===== config.mk =====
export PLATFORM = sky130hd
export DESIGN_NAME = hsv_window_color_vote_flat
export DESIGN_NICKNAME = d
export VERILOG_FILES = /design/src/sv/hwcv_pkg.sv /design/src/sv/hwcv_if.sv /design/src/sv/hwcv_color_match.sv /design/src/sv/hwcv_vote_counter.sv /design/src/sv/hsv_window_color_vote.sv /design/src/flat_wrapper.sv
export SDC_FILE = /design/constraint.sdc
export NUM_CORES = 1
export LEC_CHECK = 0
export ABC_AREA = 1
export CORE_MARGIN = 2
export CORE_UTILIZATION = 60
export CTS_BUF_LIST = sky130_fd_sc_hd__clkbuf_8
export DETAILED_ROUTE_END_ITERATION = 8
export DONT_BUFFER_PORTS = 1
export HOLD_SLACK_MARGIN = 0.15
export PLACE_DENSITY = 0.76
export REMOVE_ABC_BUFFERS = 1
export SETUP_SLACK_MARGIN = 0.5
export SYNTH_ARGS = -nofsm -noshare
export SYNTH_HDL_FRONTEND = slang
export SYNTH_SLANG_ARGS = --single-unit

===== constraint.sdc =====
create_clock -name clk_i -period 5.75 [get_ports clk_i]
set_clock_uncertainty 0.15 [all_clocks]
set_input_delay 0.8625 -clock clk_i [delete_from_list [all_inputs] [get_ports clk_i]]
set_output_delay 0.8625 -clock clk_i [all_outputs]
set_load 0.01 [all_outputs]

===== src/sv/hwcv_pkg.sv =====
// Shared types, codes and constants of the HSV window color vote block.
package hwcv_pkg;

  localparam int unsigned BOUNDS_BITS    = 48;
  localparam int unsigned CHAN_BITS      = 8;
  localparam int unsigned MIN_COUNT_BITS = 22;
  localparam int unsigned CFG_IDX_BITS   = 3;
  localparam int unsigned CFG_DATA_BITS  = BOUNDS_BITS;

  localparam int unsigned DEF_COORD_BITS = 11;
  localparam int unsigned DEF_COUNT_BITS = 22;

  // Top of the wrapped interval, applied to all three channels.
  localparam logic [CHAN_BITS-1:0] WRAP_TOP = CHAN_BITS'(180);

  // Opcodes of the input channel.
  localparam logic OP_SAMPLE = 1'b0;
  localparam logic OP_CLEAR  = 1'b1;

  // Configuration register indexes.
  localparam logic [CFG_IDX_BITS-1:0] CFG_COLOR_ONE  = 3'd0;
  localparam logic [CFG_IDX_BITS-1:0] CFG_COLOR_TWO  = 3'd1;
  localparam logic [CFG_IDX_BITS-1:0] CFG_WIN_X      = 3'd2;
  localparam logic [CFG_IDX_BITS-1:0] CFG_WIN_Y      = 3'd3;
  localparam logic [CFG_IDX_BITS-1:0] CFG_WIN_WIDTH  = 3'd4;
  localparam logic [CFG_IDX_BITS-1:0] CFG_WIN_HEIGHT = 3'd5;
  localparam logic [CFG_IDX_BITS-1:0] CFG_MIN_COUNT  = 3'd6;

  typedef enum logic [1:0] {
    VERDICT_NONE = 2'd0,
    VERDICT_ONE  = 2'd1,
    VERDICT_TWO  = 2'd2
  } verdict_e;

  // Per-item update request from the sample stage to the counters.
  typedef struct packed {
    logic clear;
    logic hit_one;
    logic hit_two;
  } match_t;

endpackage


===== src/sv/hwcv_if.sv =====
// Valid/ready stream interfaces for the pixel input and the vote result channels.
interface hwcv_in_if #(
  parameter int unsigned COORD_BITS = hwcv_pkg::DEF_COORD_BITS
);
  logic                           valid;
  logic                           ready;
  logic                           opcode;
  logic [hwcv_pkg::CHAN_BITS-1:0] hue;
  logic [hwcv_pkg::CHAN_BITS-1:0] saturation;
  logic [hwcv_pkg::CHAN_BITS-1:0] brightness;
  logic [COORD_BITS-1:0]          column;
  logic [COORD_BITS-1:0]          row;

  modport source (output valid, opcode, hue, saturation, brightness, column, row,
                  input ready);
  modport sink   (input valid, opcode, hue, saturation, brightness, column, row,
                  output ready);
endinterface

interface hwcv_out_if #(
  parameter int unsigned COUNT_BITS = hwcv_pkg::DEF_COUNT_BITS
);
  logic                      valid;
  logic                      ready;
  hwcv_pkg::verdict_e        verdict;
  logic [COUNT_BITS-1:0]     count_one;
  logic [COUNT_BITS-1:0]     count_two;

  modport source (output valid, verdict, count_one, count_two, input ready);
  modport sink   (input valid, verdict, count_one, count_two, output ready);
endinterface


===== src/sv/hwcv_color_match.sv =====
// Three-channel HSV bound test against one packed color bound set.
module hwcv_color_match (
  input  logic [hwcv_pkg::BOUNDS_BITS-1:0] bounds_i,
  input  logic [hwcv_pkg::CHAN_BITS-1:0]   hue_i,
  input  logic [hwcv_pkg::CHAN_BITS-1:0]   sat_i,
  input  logic [hwcv_pkg::CHAN_BITS-1:0]   val_i,
  output logic                             match_o
);
  import hwcv_pkg::*;

  function automatic logic in_range(input logic [CHAN_BITS-1:0] n,
                                    input logic [CHAN_BITS-1:0] lo,
                                    input logic [CHAN_BITS-1:0] hi);
    logic res;
    if (lo < hi) begin
      res = (lo <= n) && (n <= hi);
    end else begin
      // bounds equal or crossed over: take the upper band and the lower band
      res = ((lo <= n) && (n <= WRAP_TOP)) || (n <= hi);
    end
    return res;
  endfunction

  logic hue_ok, sat_ok, val_ok;

  assign hue_ok  = in_range(hue_i, bounds_i[7:0],   bounds_i[15:8]);
  assign sat_ok  = in_range(sat_i, bounds_i[23:16], bounds_i[31:24]);
  assign val_ok  = in_range(val_i, bounds_i[39:32], bounds_i[47:40]);
  assign match_o = hue_ok && sat_ok && val_ok;

endmodule


===== src/sv/hwcv_vote_counter.sv =====
// Saturating match counters and the vote verdict register.
module hwcv_vote_counter #(
  parameter int unsigned COUNT_BITS = hwcv_pkg::DEF_COUNT_BITS
) (
  input  logic                                clk_i,
  input  logic                                rst_ni,
  input  logic                                advance_i,
  input  hwcv_pkg::match_t                    match_i,
  input  logic [hwcv_pkg::MIN_COUNT_BITS-1:0] min_count_i,
  output logic [COUNT_BITS-1:0]               count_one_o,
  output logic [COUNT_BITS-1:0]               count_two_o,
  output hwcv_pkg::verdict_e                  verdict_o
);
  import hwcv_pkg::*;

  localparam int unsigned CmpBits =
    (COUNT_BITS > MIN_COUNT_BITS) ? COUNT_BITS : MIN_COUNT_BITS;

  logic [COUNT_BITS-1:0] cnt_one_d, cnt_one_q;
  logic [COUNT_BITS-1:0] cnt_two_d, cnt_two_q;
  verdict_e              verdict_d, verdict_q;
  logic [CmpBits-1:0]    one_ext, two_ext, min_ext;

  always_comb begin
    if (match_i.clear) begin
      cnt_one_d = '0;
      cnt_two_d = '0;
    end else begin
      cnt_one_d = cnt_one_q;
      cnt_two_d = cnt_two_q;
      // hold at the top instead of wrapping
      if (match_i.hit_one && (cnt_one_q != '1)) begin
        cnt_one_d = cnt_one_q + COUNT_BITS'(1);
      end
      if (match_i.hit_two && (cnt_two_q != '1)) begin
        cnt_two_d = cnt_two_q + COUNT_BITS'(1);
      end
    end
  end

  assign one_ext = CmpBits'(cnt_one_d);
  assign two_ext = CmpBits'(cnt_two_d);
  assign min_ext = CmpBits'(min_count_i);

  always_comb begin
    if ((one_ext > two_ext) && (one_ext >= min_ext)) begin
      verdict_d = VERDICT_ONE;
    end else if ((two_ext > one_ext) && (two_ext >= min_ext)) begin
      verdict_d = VERDICT_TWO;
    end else begin
      verdict_d = VERDICT_NONE;
    end
  end

  always_ff @(posedge clk_i or negedge rst_ni) begin
    if (!rst_ni) begin
      cnt_one_q <= '0;
      cnt_two_q <= '0;
      verdict_q <= VERDICT_NONE;
    end else if (advance_i) begin
      cnt_one_q <= cnt_one_d;
      cnt_two_q <= cnt_two_d;
      verdict_q <= verdict_d;
    end
  end

  assign count_one_o = cnt_one_q;
  assign count_two_o = cnt_two_q;
  assign verdict_o   = verdict_q;

endmodule


===== src/sv/hsv_window_color_vote.sv =====
// HSV window color vote: counts pixels of two colors in a window and reports a vote.
//
// Pixels enter on in_i (valid/ready) with hue, saturation, brightness and their
// column/row. A pixel inside the configured window is tested against both color
// bound sets; each match bumps its own saturating counter. opcode OP_CLEAR zeroes
// both counters. Every input transfer yields exactly one result on out_o: the
// verdict (none, color one, color two) and both counts after that item.
// Configuration is written through cfg_we_i/cfg_idx_i/cfg_data_i; the user must
// write it only while the block is idle, as the block itself does not enforce
// this. Indexes beyond the register list are ignored. Between an input transfer
// and its result lie one input register, then the match and counter logic feeding
// the result register. One item is taken every cycle while out_o is not stalled;
// the rate is set by the counter update loop.
// Reset clears the configuration registers, both counters and both pipeline valid
// flags. When out_o stalls, the result holds and the input register, if empty, still
// takes one more item, after which in_i.ready drops until the result is taken.
module hsv_window_color_vote #(
  parameter int unsigned COORD_BITS = hwcv_pkg::DEF_COORD_BITS,
  parameter int unsigned COUNT_BITS = hwcv_pkg::DEF_COUNT_BITS
) (
  input  logic                               clk_i,
  input  logic                               rst_ni,
  hwcv_in_if.sink                            in_i,
  hwcv_out_if.source                         out_o,
  input  logic                               cfg_we_i,
  input  logic [hwcv_pkg::CFG_IDX_BITS-1:0]  cfg_idx_i,
  input  logic [hwcv_pkg::CFG_DATA_BITS-1:0] cfg_data_i
);
  import hwcv_pkg::*;

  // configuration registers
  logic [BOUNDS_BITS-1:0]    bounds_one_q, bounds_two_q;
  logic [COORD_BITS-1:0]     win_x_q, win_y_q, win_w_q, win_h_q;
  logic [MIN_COUNT_BITS-1:0] min_count_q;

  // input stage
  logic                  s1_valid_q;
  logic                  s1_op_q;
  logic [CHAN_BITS-1:0]  s1_hue_q, s1_sat_q, s1_val_q;
  logic [COORD_BITS-1:0] s1_col_q, s1_row_q;

  logic out_valid_q;
  logic advance;
  logic in_fire;

  logic [COORD_BITS:0] x_end, y_end;
  logic                in_window;
  logic                match_one, match_two;
  match_t              upd;

  always_ff @(posedge clk_i or negedge rst_ni) begin
    if (!rst_ni) begin
      bounds_one_q <= '0;
      bounds_two_q <= '0;
      win_x_q      <= '0;
      win_y_q      <= '0;
      win_w_q      <= '0;
      win_h_q      <= '0;
      min_count_q  <= '0;
    end else if (cfg_we_i) begin
      case (cfg_idx_i)
        CFG_COLOR_ONE:  bounds_one_q <= cfg_data_i[BOUNDS_BITS-1:0];
        CFG_COLOR_TWO:  bounds_two_q <= cfg_data_i[BOUNDS_BITS-1:0];
        CFG_WIN_X:      win_x_q      <= cfg_data_i[COORD_BITS-1:0];
        CFG_WIN_Y:      win_y_q      <= cfg_data_i[COORD_BITS-1:0];
        CFG_WIN_WIDTH:  win_w_q      <= cfg_data_i[COORD_BITS-1:0];
        CFG_WIN_HEIGHT: win_h_q      <= cfg_data_i[COORD_BITS-1:0];
        CFG_MIN_COUNT:  min_count_q  <= cfg_data_i[MIN_COUNT_BITS-1:0];
        default: ;
      endcase
    end
  end

  // advance the whole pipe when the result slot is free or being taken
  assign advance     = !out_valid_q || out_o.ready;
  assign in_i.ready  = !s1_valid_q || advance;
  assign in_fire     = in_i.valid && in_i.ready;

  always_ff @(posedge clk_i or negedge rst_ni) begin
    if (!rst_ni) begin
      s1_valid_q  <= 1'b0;
      out_valid_q <= 1'b0;
    end else begin
      if (in_i.ready) begin
        s1_valid_q <= in_i.valid;
      end
      if (advance) begin
        out_valid_q <= s1_valid_q;
      end
    end
  end

  always_ff @(posedge clk_i) begin
    if (in_fire) begin
      s1_op_q  <= in_i.opcode;
      s1_hue_q <= in_i.hue;
      s1_sat_q <= in_i.saturation;
      s1_val_q <= in_i.brightness;
      s1_col_q <= in_i.column;
      s1_row_q <= in_i.row;
    end
  end

  // window end computed one bit wider so it never wraps
  assign x_end     = {1'b0, win_x_q} + {1'b0, win_w_q};
  assign y_end     = {1'b0, win_y_q} + {1'b0, win_h_q};
  assign in_window = (s1_col_q >= win_x_q) && ({1'b0, s1_col_q} < x_end) &&
                     (s1_row_q >= win_y_q) && ({1'b0, s1_row_q} < y_end);

  hwcv_color_match u_match_one (
    .bounds_i (bounds_one_q),
    .hue_i    (s1_hue_q),
    .sat_i    (s1_sat_q),
    .val_i    (s1_val_q),
    .match_o  (match_one)
  );

  hwcv_color_match u_match_two (
    .bounds_i (bounds_two_q),
    .hue_i    (s1_hue_q),
    .sat_i    (s1_sat_q),
    .val_i    (s1_val_q),
    .match_o  (match_two)
  );

  assign upd.clear   = (s1_op_q == OP_CLEAR);
  assign upd.hit_one = (s1_op_q == OP_SAMPLE) && in_window && match_one;
  assign upd.hit_two = (s1_op_q == OP_SAMPLE) && in_window && match_two;

  hwcv_vote_counter #(
    .COUNT_BITS (COUNT_BITS)
  ) u_counter (
    .clk_i       (clk_i),
    .rst_ni      (rst_ni),
    .advance_i   (advance && s1_valid_q),
    .match_i     (upd),
    .min_count_i (min_count_q),
    .count_one_o (out_o.count_one),
    .count_two_o (out_o.count_two),
    .verdict_o   (out_o.verdict)
  );

  assign out_o.valid = out_valid_q;

  // clear item reaching the result register leaves both counts at zero
  a_clear_zeroes: assert property (@(posedge clk_i) disable iff (!rst_ni)
    (advance && s1_valid_q && (s1_op_q == OP_CLEAR)) |=>
      ((out_o.count_one == '0) && (out_o.count_two == '0)))
    else $error("counters not cleared by clear item");

  // sample items never lower a count
  a_monotonic: assert property (@(posedge clk_i) disable iff (!rst_ni)
    (advance && s1_valid_q && (s1_op_q == OP_SAMPLE)) |=>
      ((out_o.count_one >= $past(out_o.count_one)) &&
       (out_o.count_two >= $past(out_o.count_two))))
    else $error("count decreased on a sample item");

  // verdict agrees with the counts it is shown with
  a_verdict_lead: assert property (@(posedge clk_i) disable iff (!rst_ni)
    out_o.valid |->
      (((out_o.verdict == VERDICT_ONE) && (out_o.count_one > out_o.count_two)) ||
       ((out_o.verdict == VERDICT_TWO) && (out_o.count_two > out_o.count_one)) ||
       (out_o.verdict == VERDICT_NONE)))
    else $error("verdict contradicts counts");

  // counts only move when a stage-one item transfers into the result slot
  a_counts_hold: assert property (@(posedge clk_i) disable iff (!rst_ni)
    !(advance && s1_valid_q) |=>
      ($stable(out_o.count_one) && $stable(out_o.count_two)))
    else $error("counts changed without an item");

endmodule

===== src/flat_wrapper.sv =====
// flat-port wrapper written by rule: the top's interface ports become plain ports
module hsv_window_color_vote_flat import hwcv_pkg::*;
#(
  parameter int unsigned COORD_BITS = hwcv_pkg::DEF_COORD_BITS,
  parameter int unsigned COUNT_BITS = hwcv_pkg::DEF_COUNT_BITS
)
  (clk_i, rst_ni, cfg_we_i, cfg_idx_i, cfg_data_i, in_i_valid, in_i_opcode, in_i_hue, in_i_saturation, in_i_brightness, in_i_column, in_i_row, in_i_ready, out_o_valid, out_o_verdict, out_o_count_one, out_o_count_two, out_o_ready);
  hwcv_in_if #(.COORD_BITS(COORD_BITS)) in_i_i ();
  hwcv_out_if #(.COUNT_BITS(COUNT_BITS)) out_o_i ();
  input  logic clk_i;
  input  logic rst_ni;
  input  logic cfg_we_i;
  input  logic [hwcv_pkg::CFG_IDX_BITS-1:0] cfg_idx_i;
  input  logic [hwcv_pkg::CFG_DATA_BITS-1:0] cfg_data_i;
  input wire logic [$bits(in_i_i.valid)-1:0] in_i_valid;
  input wire logic [$bits(in_i_i.opcode)-1:0] in_i_opcode;
  input wire logic [$bits(in_i_i.hue)-1:0] in_i_hue;
  input wire logic [$bits(in_i_i.saturation)-1:0] in_i_saturation;
  input wire logic [$bits(in_i_i.brightness)-1:0] in_i_brightness;
  input wire logic [$bits(in_i_i.column)-1:0] in_i_column;
  input wire logic [$bits(in_i_i.row)-1:0] in_i_row;
  output wire logic [$bits(in_i_i.ready)-1:0] in_i_ready;
  output wire logic [$bits(out_o_i.valid)-1:0] out_o_valid;
  output wire logic [$bits(out_o_i.verdict)-1:0] out_o_verdict;
  output wire logic [$bits(out_o_i.count_one)-1:0] out_o_count_one;
  output wire logic [$bits(out_o_i.count_two)-1:0] out_o_count_two;
  input wire logic [$bits(out_o_i.ready)-1:0] out_o_ready;
  assign in_i_i.valid = in_i_valid;
  assign in_i_i.opcode = in_i_opcode;
  assign in_i_i.hue = in_i_hue;
  assign in_i_i.saturation = in_i_saturation;
  assign in_i_i.brightness = in_i_brightness;
  assign in_i_i.column = in_i_column;
  assign in_i_i.row = in_i_row;
  assign in_i_ready = in_i_i.ready;
  assign out_o_valid = out_o_i.valid;
  assign out_o_verdict = out_o_i.verdict;
  assign out_o_count_one = out_o_i.count_one;
  assign out_o_count_two = out_o_i.count_two;
  assign out_o_i.ready = out_o_ready;
  hsv_window_color_vote #(.COORD_BITS(COORD_BITS), .COUNT_BITS(COUNT_BITS)) u_core (.clk_i(clk_i), .rst_ni(rst_ni), .in_i(in_i_i), .out_o(out_o_i), .cfg_we_i(cfg_we_i), .cfg_idx_i(cfg_idx_i), .cfg_data_i(cfg_data_i));
endmodule

After elaboration in Yosys (flattened, before gate mapping):

Cells that the tools add are included.
W data, S select, Z words.

* register bits after elaboration: 257
* bits in read-only memories: 0
* RAM bits: 0
* memories: 0
* bits in latches: 0

* eq/ne operators: 8
* add/subtract/negate cells: 4
* multipliers: 0
* mux-type cells: 12
* reductions and logical operators: 46
* order comparisons: 29
* shift-type cells: 0
* bitwise logic cells: 1
* divide/modulo/power cells: 0

Operators with widths (count)
* $le A8 B8 Y1: 12
* $mux W22: 4
* $lt A8 B8 Y1: 6
* $add A22 B1 Y22 const B: 2
* $ge A22 B22 Y1: 2
* $gt A22 B22 Y1: 2
* $ne A22 B22 Y1 const B: 2
* $logic_and A1 B1 Y1: 28
* $add A11 B11 Y12: 2
* $le A8 B8 Y1 const B: 3
* $lt A11 B12 Y1: 2
* $ge A11 B11 Y1: 2
* $reduce_and A2 Y1: 7
* $eq A3 B3 Y1 const B: 3
* $logic_or A1 B1 Y1: 8
* $eq A3 B2 Y1 const B: 2
* $mux W1: 6
* $mux W2: 2
* $eq A3 B1 Y1 const B: 1
* $logic_not A3 Y1: 1
* $logic_not A1 Y1: 2
* $not A1 Y1: 1

Logic depth before layout (Yosys ltp):

* depth after elaboration: 14
* depth in mapped cells: 40

Cells and area by module:

Synthesis repeated with hierarchy kept, for this count alone.

* cells, all modules: 2469
* area total of the unflattened synthesis: 18687.9 um^2

Modules (own cells, without submodules)
* hsv_window_color_vote: times used 1, cells each 959, area an instance 9395.3 um^2, sequential area each 5515.3 um^2
* hwcv_vote_counter: times used 1, cells each 904, area an instance 5561.6 um^2, sequential area each 1151.1 um^2
* hwcv_color_match: times used 2, cells each 303, area an instance 1865.5 um^2, sequential area each 0.0 um^2

Worst setup path after synthesis:

Ideal clock, no wire load.

* path type: reg2reg
* start point: reg u_core.win_y_q[0]
* end point: reg u_core.u_counter.verdict_q[0], in the netlist u_core.u_counter.verdict_o[0]
* slack: 1134 ps
* arrival: 4349 ps
* cell stages (with the launch flop): 40
* clock period less this slack: 4616 ps
* setup time: 116 ps
* cells stage by stage: dfrtp_1 -> ha_1 -> inv_1 -> fa_1 -> o21ai_0 -> a21oi_1 -> o21bai_1 -> nand2_1 -> nand2_1 -> nand2_1 -> nand2_1 -> nand2_1 -> nand2_1 -> a21oi_1 -> xor2_1 -> ha_1 -> inv_1 -> nor2_1 -> [... 4 more ...] -> buf_2 -> nand2_1 -> nand2_1 -> nand2_1 -> inv_2 -> ha_1 -> inv_1 -> nor2_1 -> o21ai_0 -> o211ai_1 -> nand2_1 -> o211ai_1 -> nand2_1 -> a21oi_1 -> o21ai_0 -> o211ai_1 -> nand2_1 -> nand2_1

* word-level cells in the longest chain between the ends: 11
* elaborated cells between the ends (all ways): 18
* classes of those cells: 1 x add/sub; 4 x order compare; 5 x mux; 8 x reduce/logical

RTL lines
* start, declared: RTL line hsv_window_color_vote.sv:33 `logic [COORD_BITS-1:0] win_x_q, win_y_q, win_w_q, win_h_q;`
* start signal, assigned: RTL line hsv_window_color_vote.sv:65 `CFG_WIN_Y: win_y_q <= cfg_data_i[COORD_BITS-1:0];`
* $add A11 B11 Y12 or $ge A11 B11 Y1 (tied branches): RTL line hsv_window_color_vote.sv:106, hsv_window_color_vote.sv:108
* $lt A11 B12 Y1 or $logic_and A1 B1 Y1 (tied branches): RTL line hsv_window_color_vote.sv:108, hsv_window_color_vote.sv:107
* $logic_and A1 B1 Y1 *: RTL line hsv_window_color_vote.sv:108 `(s1_row_q >= win_y_q) && ({1'b0, s1_row_q} < y_end);`
* $logic_and A1 B1 Y1 * (2 in series): RTL line hsv_window_color_vote.sv:127 `assign upd.hit_one = (s1_op_q == OP_SAMPLE) && in_window && match_one;`
* $logic_and A1 B1 Y1 *: RTL line hwcv_vote_counter.sv:32 `if (match_i.hit_one && (cnt_one_q != '1)) begin`
* $mux W22 *: RTL line hwcv_vote_counter.sv:32
* $mux W22 *: RTL line hwcv_vote_counter.sv:25 `if (match_i.clear) begin`
* via u_core.u_counter.cnt_one_d[1]: RTL line hwcv_vote_counter.sv:19 `logic [COUNT_BITS-1:0] cnt_one_d, cnt_one_q;`
* $gt A22 B22 Y1 or $ge A22 B22 Y1 (tied branches): RTL line hwcv_vote_counter.sv:46 `if ((one_ext > two_ext) && (one_ext >= min_ext)) begin`
* $logic_and A1 B1 Y1 *: RTL line hwcv_vote_counter.sv:46
* $mux W2 *: RTL line hwcv_vote_counter.sv:46
* end signal, assigned: RTL line hwcv_vote_counter.sv:63 `verdict_q <= verdict_d;`
* end, declared: RTL line hwcv_vote_counter.sv:21 `verdict_e verdict_d, verdict_q;`

Mark *: on every way through the listed nets, which the timed path passes. The rest lies on a longest branch.
A chain may end at the register's enable or synchronous reset.

Worst setup path after layout:

* start point: reg u_core.win_x_q[0]
* end point: reg u_core.u_counter.verdict_q[0], in the netlist u_core.u_counter.verdict_o[0]

* word-level cells in the longest chain between the ends: 13
* elaborated cells between the ends (all ways): 19
* classes of those cells: 1 x add/sub; 4 x order compare; 5 x mux; 9 x reduce/logical

RTL lines
* start, declared: RTL line hsv_window_color_vote.sv:33
* start signal, assigned: RTL line hsv_window_color_vote.sv:64 `CFG_WIN_X: win_x_q <= cfg_data_i[COORD_BITS-1:0];`
* $add A11 B11 Y12: RTL line hsv_window_color_vote.sv:105 `assign x_end = {1'b0, win_x_q} + {1'b0, win_w_q};`
* $lt A11 B12 Y1: RTL line hsv_window_color_vote.sv:107 `assign in_window = (s1_col_q >= win_x_q) && ({1'b0, s1_col_q} < x_end) &&`
* $logic_and A1 B1 Y1 * (2 in series): RTL line hsv_window_color_vote.sv:107
* $logic_and A1 B1 Y1 *: RTL line hsv_window_color_vote.sv:108
* $logic_and A1 B1 Y1 * (2 in series): RTL line hsv_window_color_vote.sv:127
* $logic_and A1 B1 Y1 *: RTL line hwcv_vote_counter.sv:32
* $mux W22 *: RTL line hwcv_vote_counter.sv:32
* $mux W22 *: RTL line hwcv_vote_counter.sv:25
* via u_core.u_counter.cnt_one_d[9]: RTL line hwcv_vote_counter.sv:19
* $gt A22 B22 Y1 or $ge A22 B22 Y1 (tied branches): RTL line hwcv_vote_counter.sv:46
* $logic_and A1 B1 Y1 *: RTL line hwcv_vote_counter.sv:46
* $mux W2 *: RTL line hwcv_vote_counter.sv:46

Marked as above.

==> metrics.md <==
| Metric | Value |
|---|---|
| Status | `finished with violations` |
| Failing checks | `negative hold slack` |
| Cts bufs inserted | `45` |
| Iteration-0 DRC Markers | `around 1100` |
| Top routing layer used | `met4` |
| Worst-margin pin slew | `about 1400 ps` |
| Post-synth ARST share | `between 80 and 90%` |
| Final Slew Violations | `0` |
| Dpl hpwl | `between 30000 and 40000 um` |
| Effective utilization at floorplan | `between 60% and 70%` |
| CTS Root Cell | `clkbuf_8` |
| Yosys top cell area share | `between 20% and 30%` |
| RSZ-0062 raised after global routing | `true` |
| Row cnt | `64` |
| Hold WC Path Type | `in -> async` |
| Post-Layout Inst Area | `around 21000 um2` |
| Peak Freq | `a little under 0.2 GHz` |
| CP Capture Type | `flop` |
| PortBufs | `0` |
| Wire length on met2 | `roughly 23000 um` |
| Most common cell in the netlist | `nand2_1` |
| CP Max Fanout | `5` |
| Worst Hold Slack | `-170 ps` |
| Post-synth EDFFs | `between 40 and 50` |
| Yosys reg bits | `257` |
| Drt total wl | `49300 um` |
| Skew-Pair Late Insertion Delay | `580 ps` |
| Via-to-Cell Ratio | `approximately 5.7` |
| Drt wl/cell | `about 18 um` |
| Post-DRT Antenna Nets | `0` |
| CP required | `between 6000 and 7000 ps` |
| Worst EP arrival | `5540 ps` |
| Sequential area share after synthesis | `36.2%` |
| CP Class | `reg -> reg` |
| Vias in the first global route | `between 15000 and 20000` |
| Nets | `roughly 2800` |
| Synthesized cell area | `between 15000 and 20000 um2` |
| Yosys top cell by area | `dfrtp_1` |
| Slowest stage delay, CP | `between 400 and 500 ps` |
| GRT Residual Overflow | `0` |
| Crit-path most repeated cell | `nand2_1` |
| Synth warnings | `0` |
| Max-cap violations | `0` |
| H-tree lvl count | `2` |
| Residual DRC | `0` |
| Share of cells above drive strength 1 | `12.3%` |
| Top cells by area, synth | `dfrtp_1 (29%), ha_1 (18%), nand2_1 (14%), edfxtp_1 (7.7%), inv_1 (6.1%)` |
| Antenna violations before repair | `1` |
| Total GRT Usage | `30.1%` |
| Final Util | `between 60% and 70%` |
| Slew HR | `approximately 4.7%` |
| Placed inst area | `around 19000 um2` |
| CTS tree | `yes` |
| Pin count of the biggest net entering global routing | `between 200 and 250` |
| Final period util | `about 90%` |
| Clock transition at the registers of the reported paths | `roughly 60 ps` |
| CP Launch Type | `flop` |
| Period minus WS final | `about 5200 ps` |
| Commonest cells post-synth | `nand2_1 (676), inv_1 (299), ha_1 (270), dfrtp_1 (210), o21ai_0 (188)` |
| CTS Buffer Depth | `3` |
| Core ar. | `slightly above 30000 um2` |
| Final setup vio count | `0` |
| Placer Congestion | `0.919` |
| WL met3 | `3040 um` |
| Mapped Cells | `around 2400` |
| First-pass DRT Iterations | `5` |
| Chip Height | `between 150 and 200 um` |
| Die width | `179 um` |
| Fin Setup TNS | `0 ps` |
| Die Area | `32100 um2` |
| Slowest library cell on the worst path | `dfrtp_1` |
| Hold Vio Cnt, Final | `210` |
| Maximum vdd drop | `0.000317 V` |
| Cell Pwr Density | `between 200 and 300 nW/um2` |
| Via count | `~16000` |
| Ports | `around 150` |
| First-pass GRT wire length | `~77000 um` |
| # clock sinks | `257` |
| Area Growth Syn to Fin | `12.2%` |
| Met1 WL | `between 20000 and 25000 um` |
| Syn avg cell area | `between 7 and 8 um2` |
| Lkg Pwr | `10.7 nW` |
| Synth Flop Type | `dfrtp_1` |
| Post-synth cell types | `44` |
==> registers in the layout (all words and copies together), names as in the netlist, 22 cells and up <==
name	count
u_core.min_count_q	22
u_core.u_counter.count_one_o	22
u_core.u_counter.count_two_o	22
u_core.bounds_two_q	48
u_core.bounds_one_q	48
==> worst paths after layout <==
| check | start | endpoint | slack [ps] | cells after the start |
|---|---|---|---|---|
| worst max register to register | u_core.win_x_q[0] | u_core.u_counter.verdict_o[0] | 570 | 38 |
| min in group clk_i | in_i_brightness[6] | u_core.s1_val_q[6] | 220 | 0 |
| max in group asynchronous | rst_ni | u_core.win_x_q[1] | 5160 | 0 |
| worst min register to register | u_core.bounds_one_q[32] | u_core.bounds_one_q[32] | 340 | 2 |
| worst max-delay path | u_core.win_x_q[0] | u_core.u_counter.verdict_o[0] | 570 | 38 |
| worst min-delay path | rst_ni | u_core.u_counter.count_one_o[10] | -170 | 0 |
==> cells in the final DEF, fill, tap and decap left out, types with 4 or more instances in the layout <==
cell       count
a21o_1        12
a21oi_1      114
a21oi_2       22
a21oi_4        6
buf_12         4
buf_4         35
buf_6          6
bufinv_16      4
clkbuf_8      57
clkinv_2       8
dfrtp_1      210
edfxtp_1      47
ha_1         257
ha_4          11
inv_1        304
inv_2         24
nand2_1      645
nand2_2       45
nand3_1       90
nand3_2       35
nand3_4        8
nand4_1       42
nor2_1        83
nor2_2         7
nor2_4         5
nor3_1        17
nor4_1        11
o211ai_1       7
o21a_1        13
o21ai_0      182
o21ai_1        9
o21bai_1       8
xnor2_1       24
xor2_1        30
==> power by group <==
part | leakage, nW | internal (W) | total (W) | switching [W]
Clock | 0.566 | 0.00108 | 0.00189 | 0.000803
Combinational | 6.98 | 0.000770 | 0.00196 | 0.00119
Sequential | 3.16 | 0.00211 | 0.00232 | 0.000211
==> logic make-up (layout without fill, tap and decap cells) <==
logic type / Yosys count / count (layout) / share of synthesized area, %
AND/OR/NAND/NOR: 998 / 1000 / 23.4
buffers and inverters: 386 / 451 / 8.16
AO/OA/AOI/OAI: 385 / 385 / 11.1
adder cells (fa/ha/maj): 272 / 272 / 18.5
flip-flops: 257 / 257 / 36.2
XOR/XNOR: 54 / 54 / 2.57
other: 0 / 1 / 0
==> critical path: cells and delay by family (launching register included) <==
kind            cells  cell delay, ps
compound gates      7             820
fa+ha+maj           4            1150
buf+inv             4             460
xor+xnor            1             160
simple gates       22            1960
flops               1             430
==> area by class of cell <==
cell class              count  area, um2
inverters                 320       1200
repair buffers             47        460
diodes                      1       2.50
multi-input cells        1711      10800
fillers                  2526       9730
clock inverters            27        239
clock buffers              57        785
well taps                 396        495
flip-flops and latches    257       6670
==> metal layers <==
layer  vias to the layer above  track usage (%)
met5                         -                0
met3                       115             5.11
met4                         0             11.4
met1                      7537             39.9
li1                       7828                -
met2                       513             49.5
==> stage by stage <==
step                std cells  setup slack (ps)  power [W]
floorplan                2286               860    0.00365
CTS                      2783               504    0.00606
finish                   2816               574    0.00616
detailed placement       2695               187    0.00413
global route             2816               348    0.00662
global placement         2695               246    0.00403
==> what timing repair did <==
item	in CTS	in global routing
setup endpoints to repair	2	2
cloned	0	5
hold endpoints to repair	210	210
pin swaps	2	71
setup buffers	4	27
resized for setup	16	118
(Power assumes the default switching activity.)
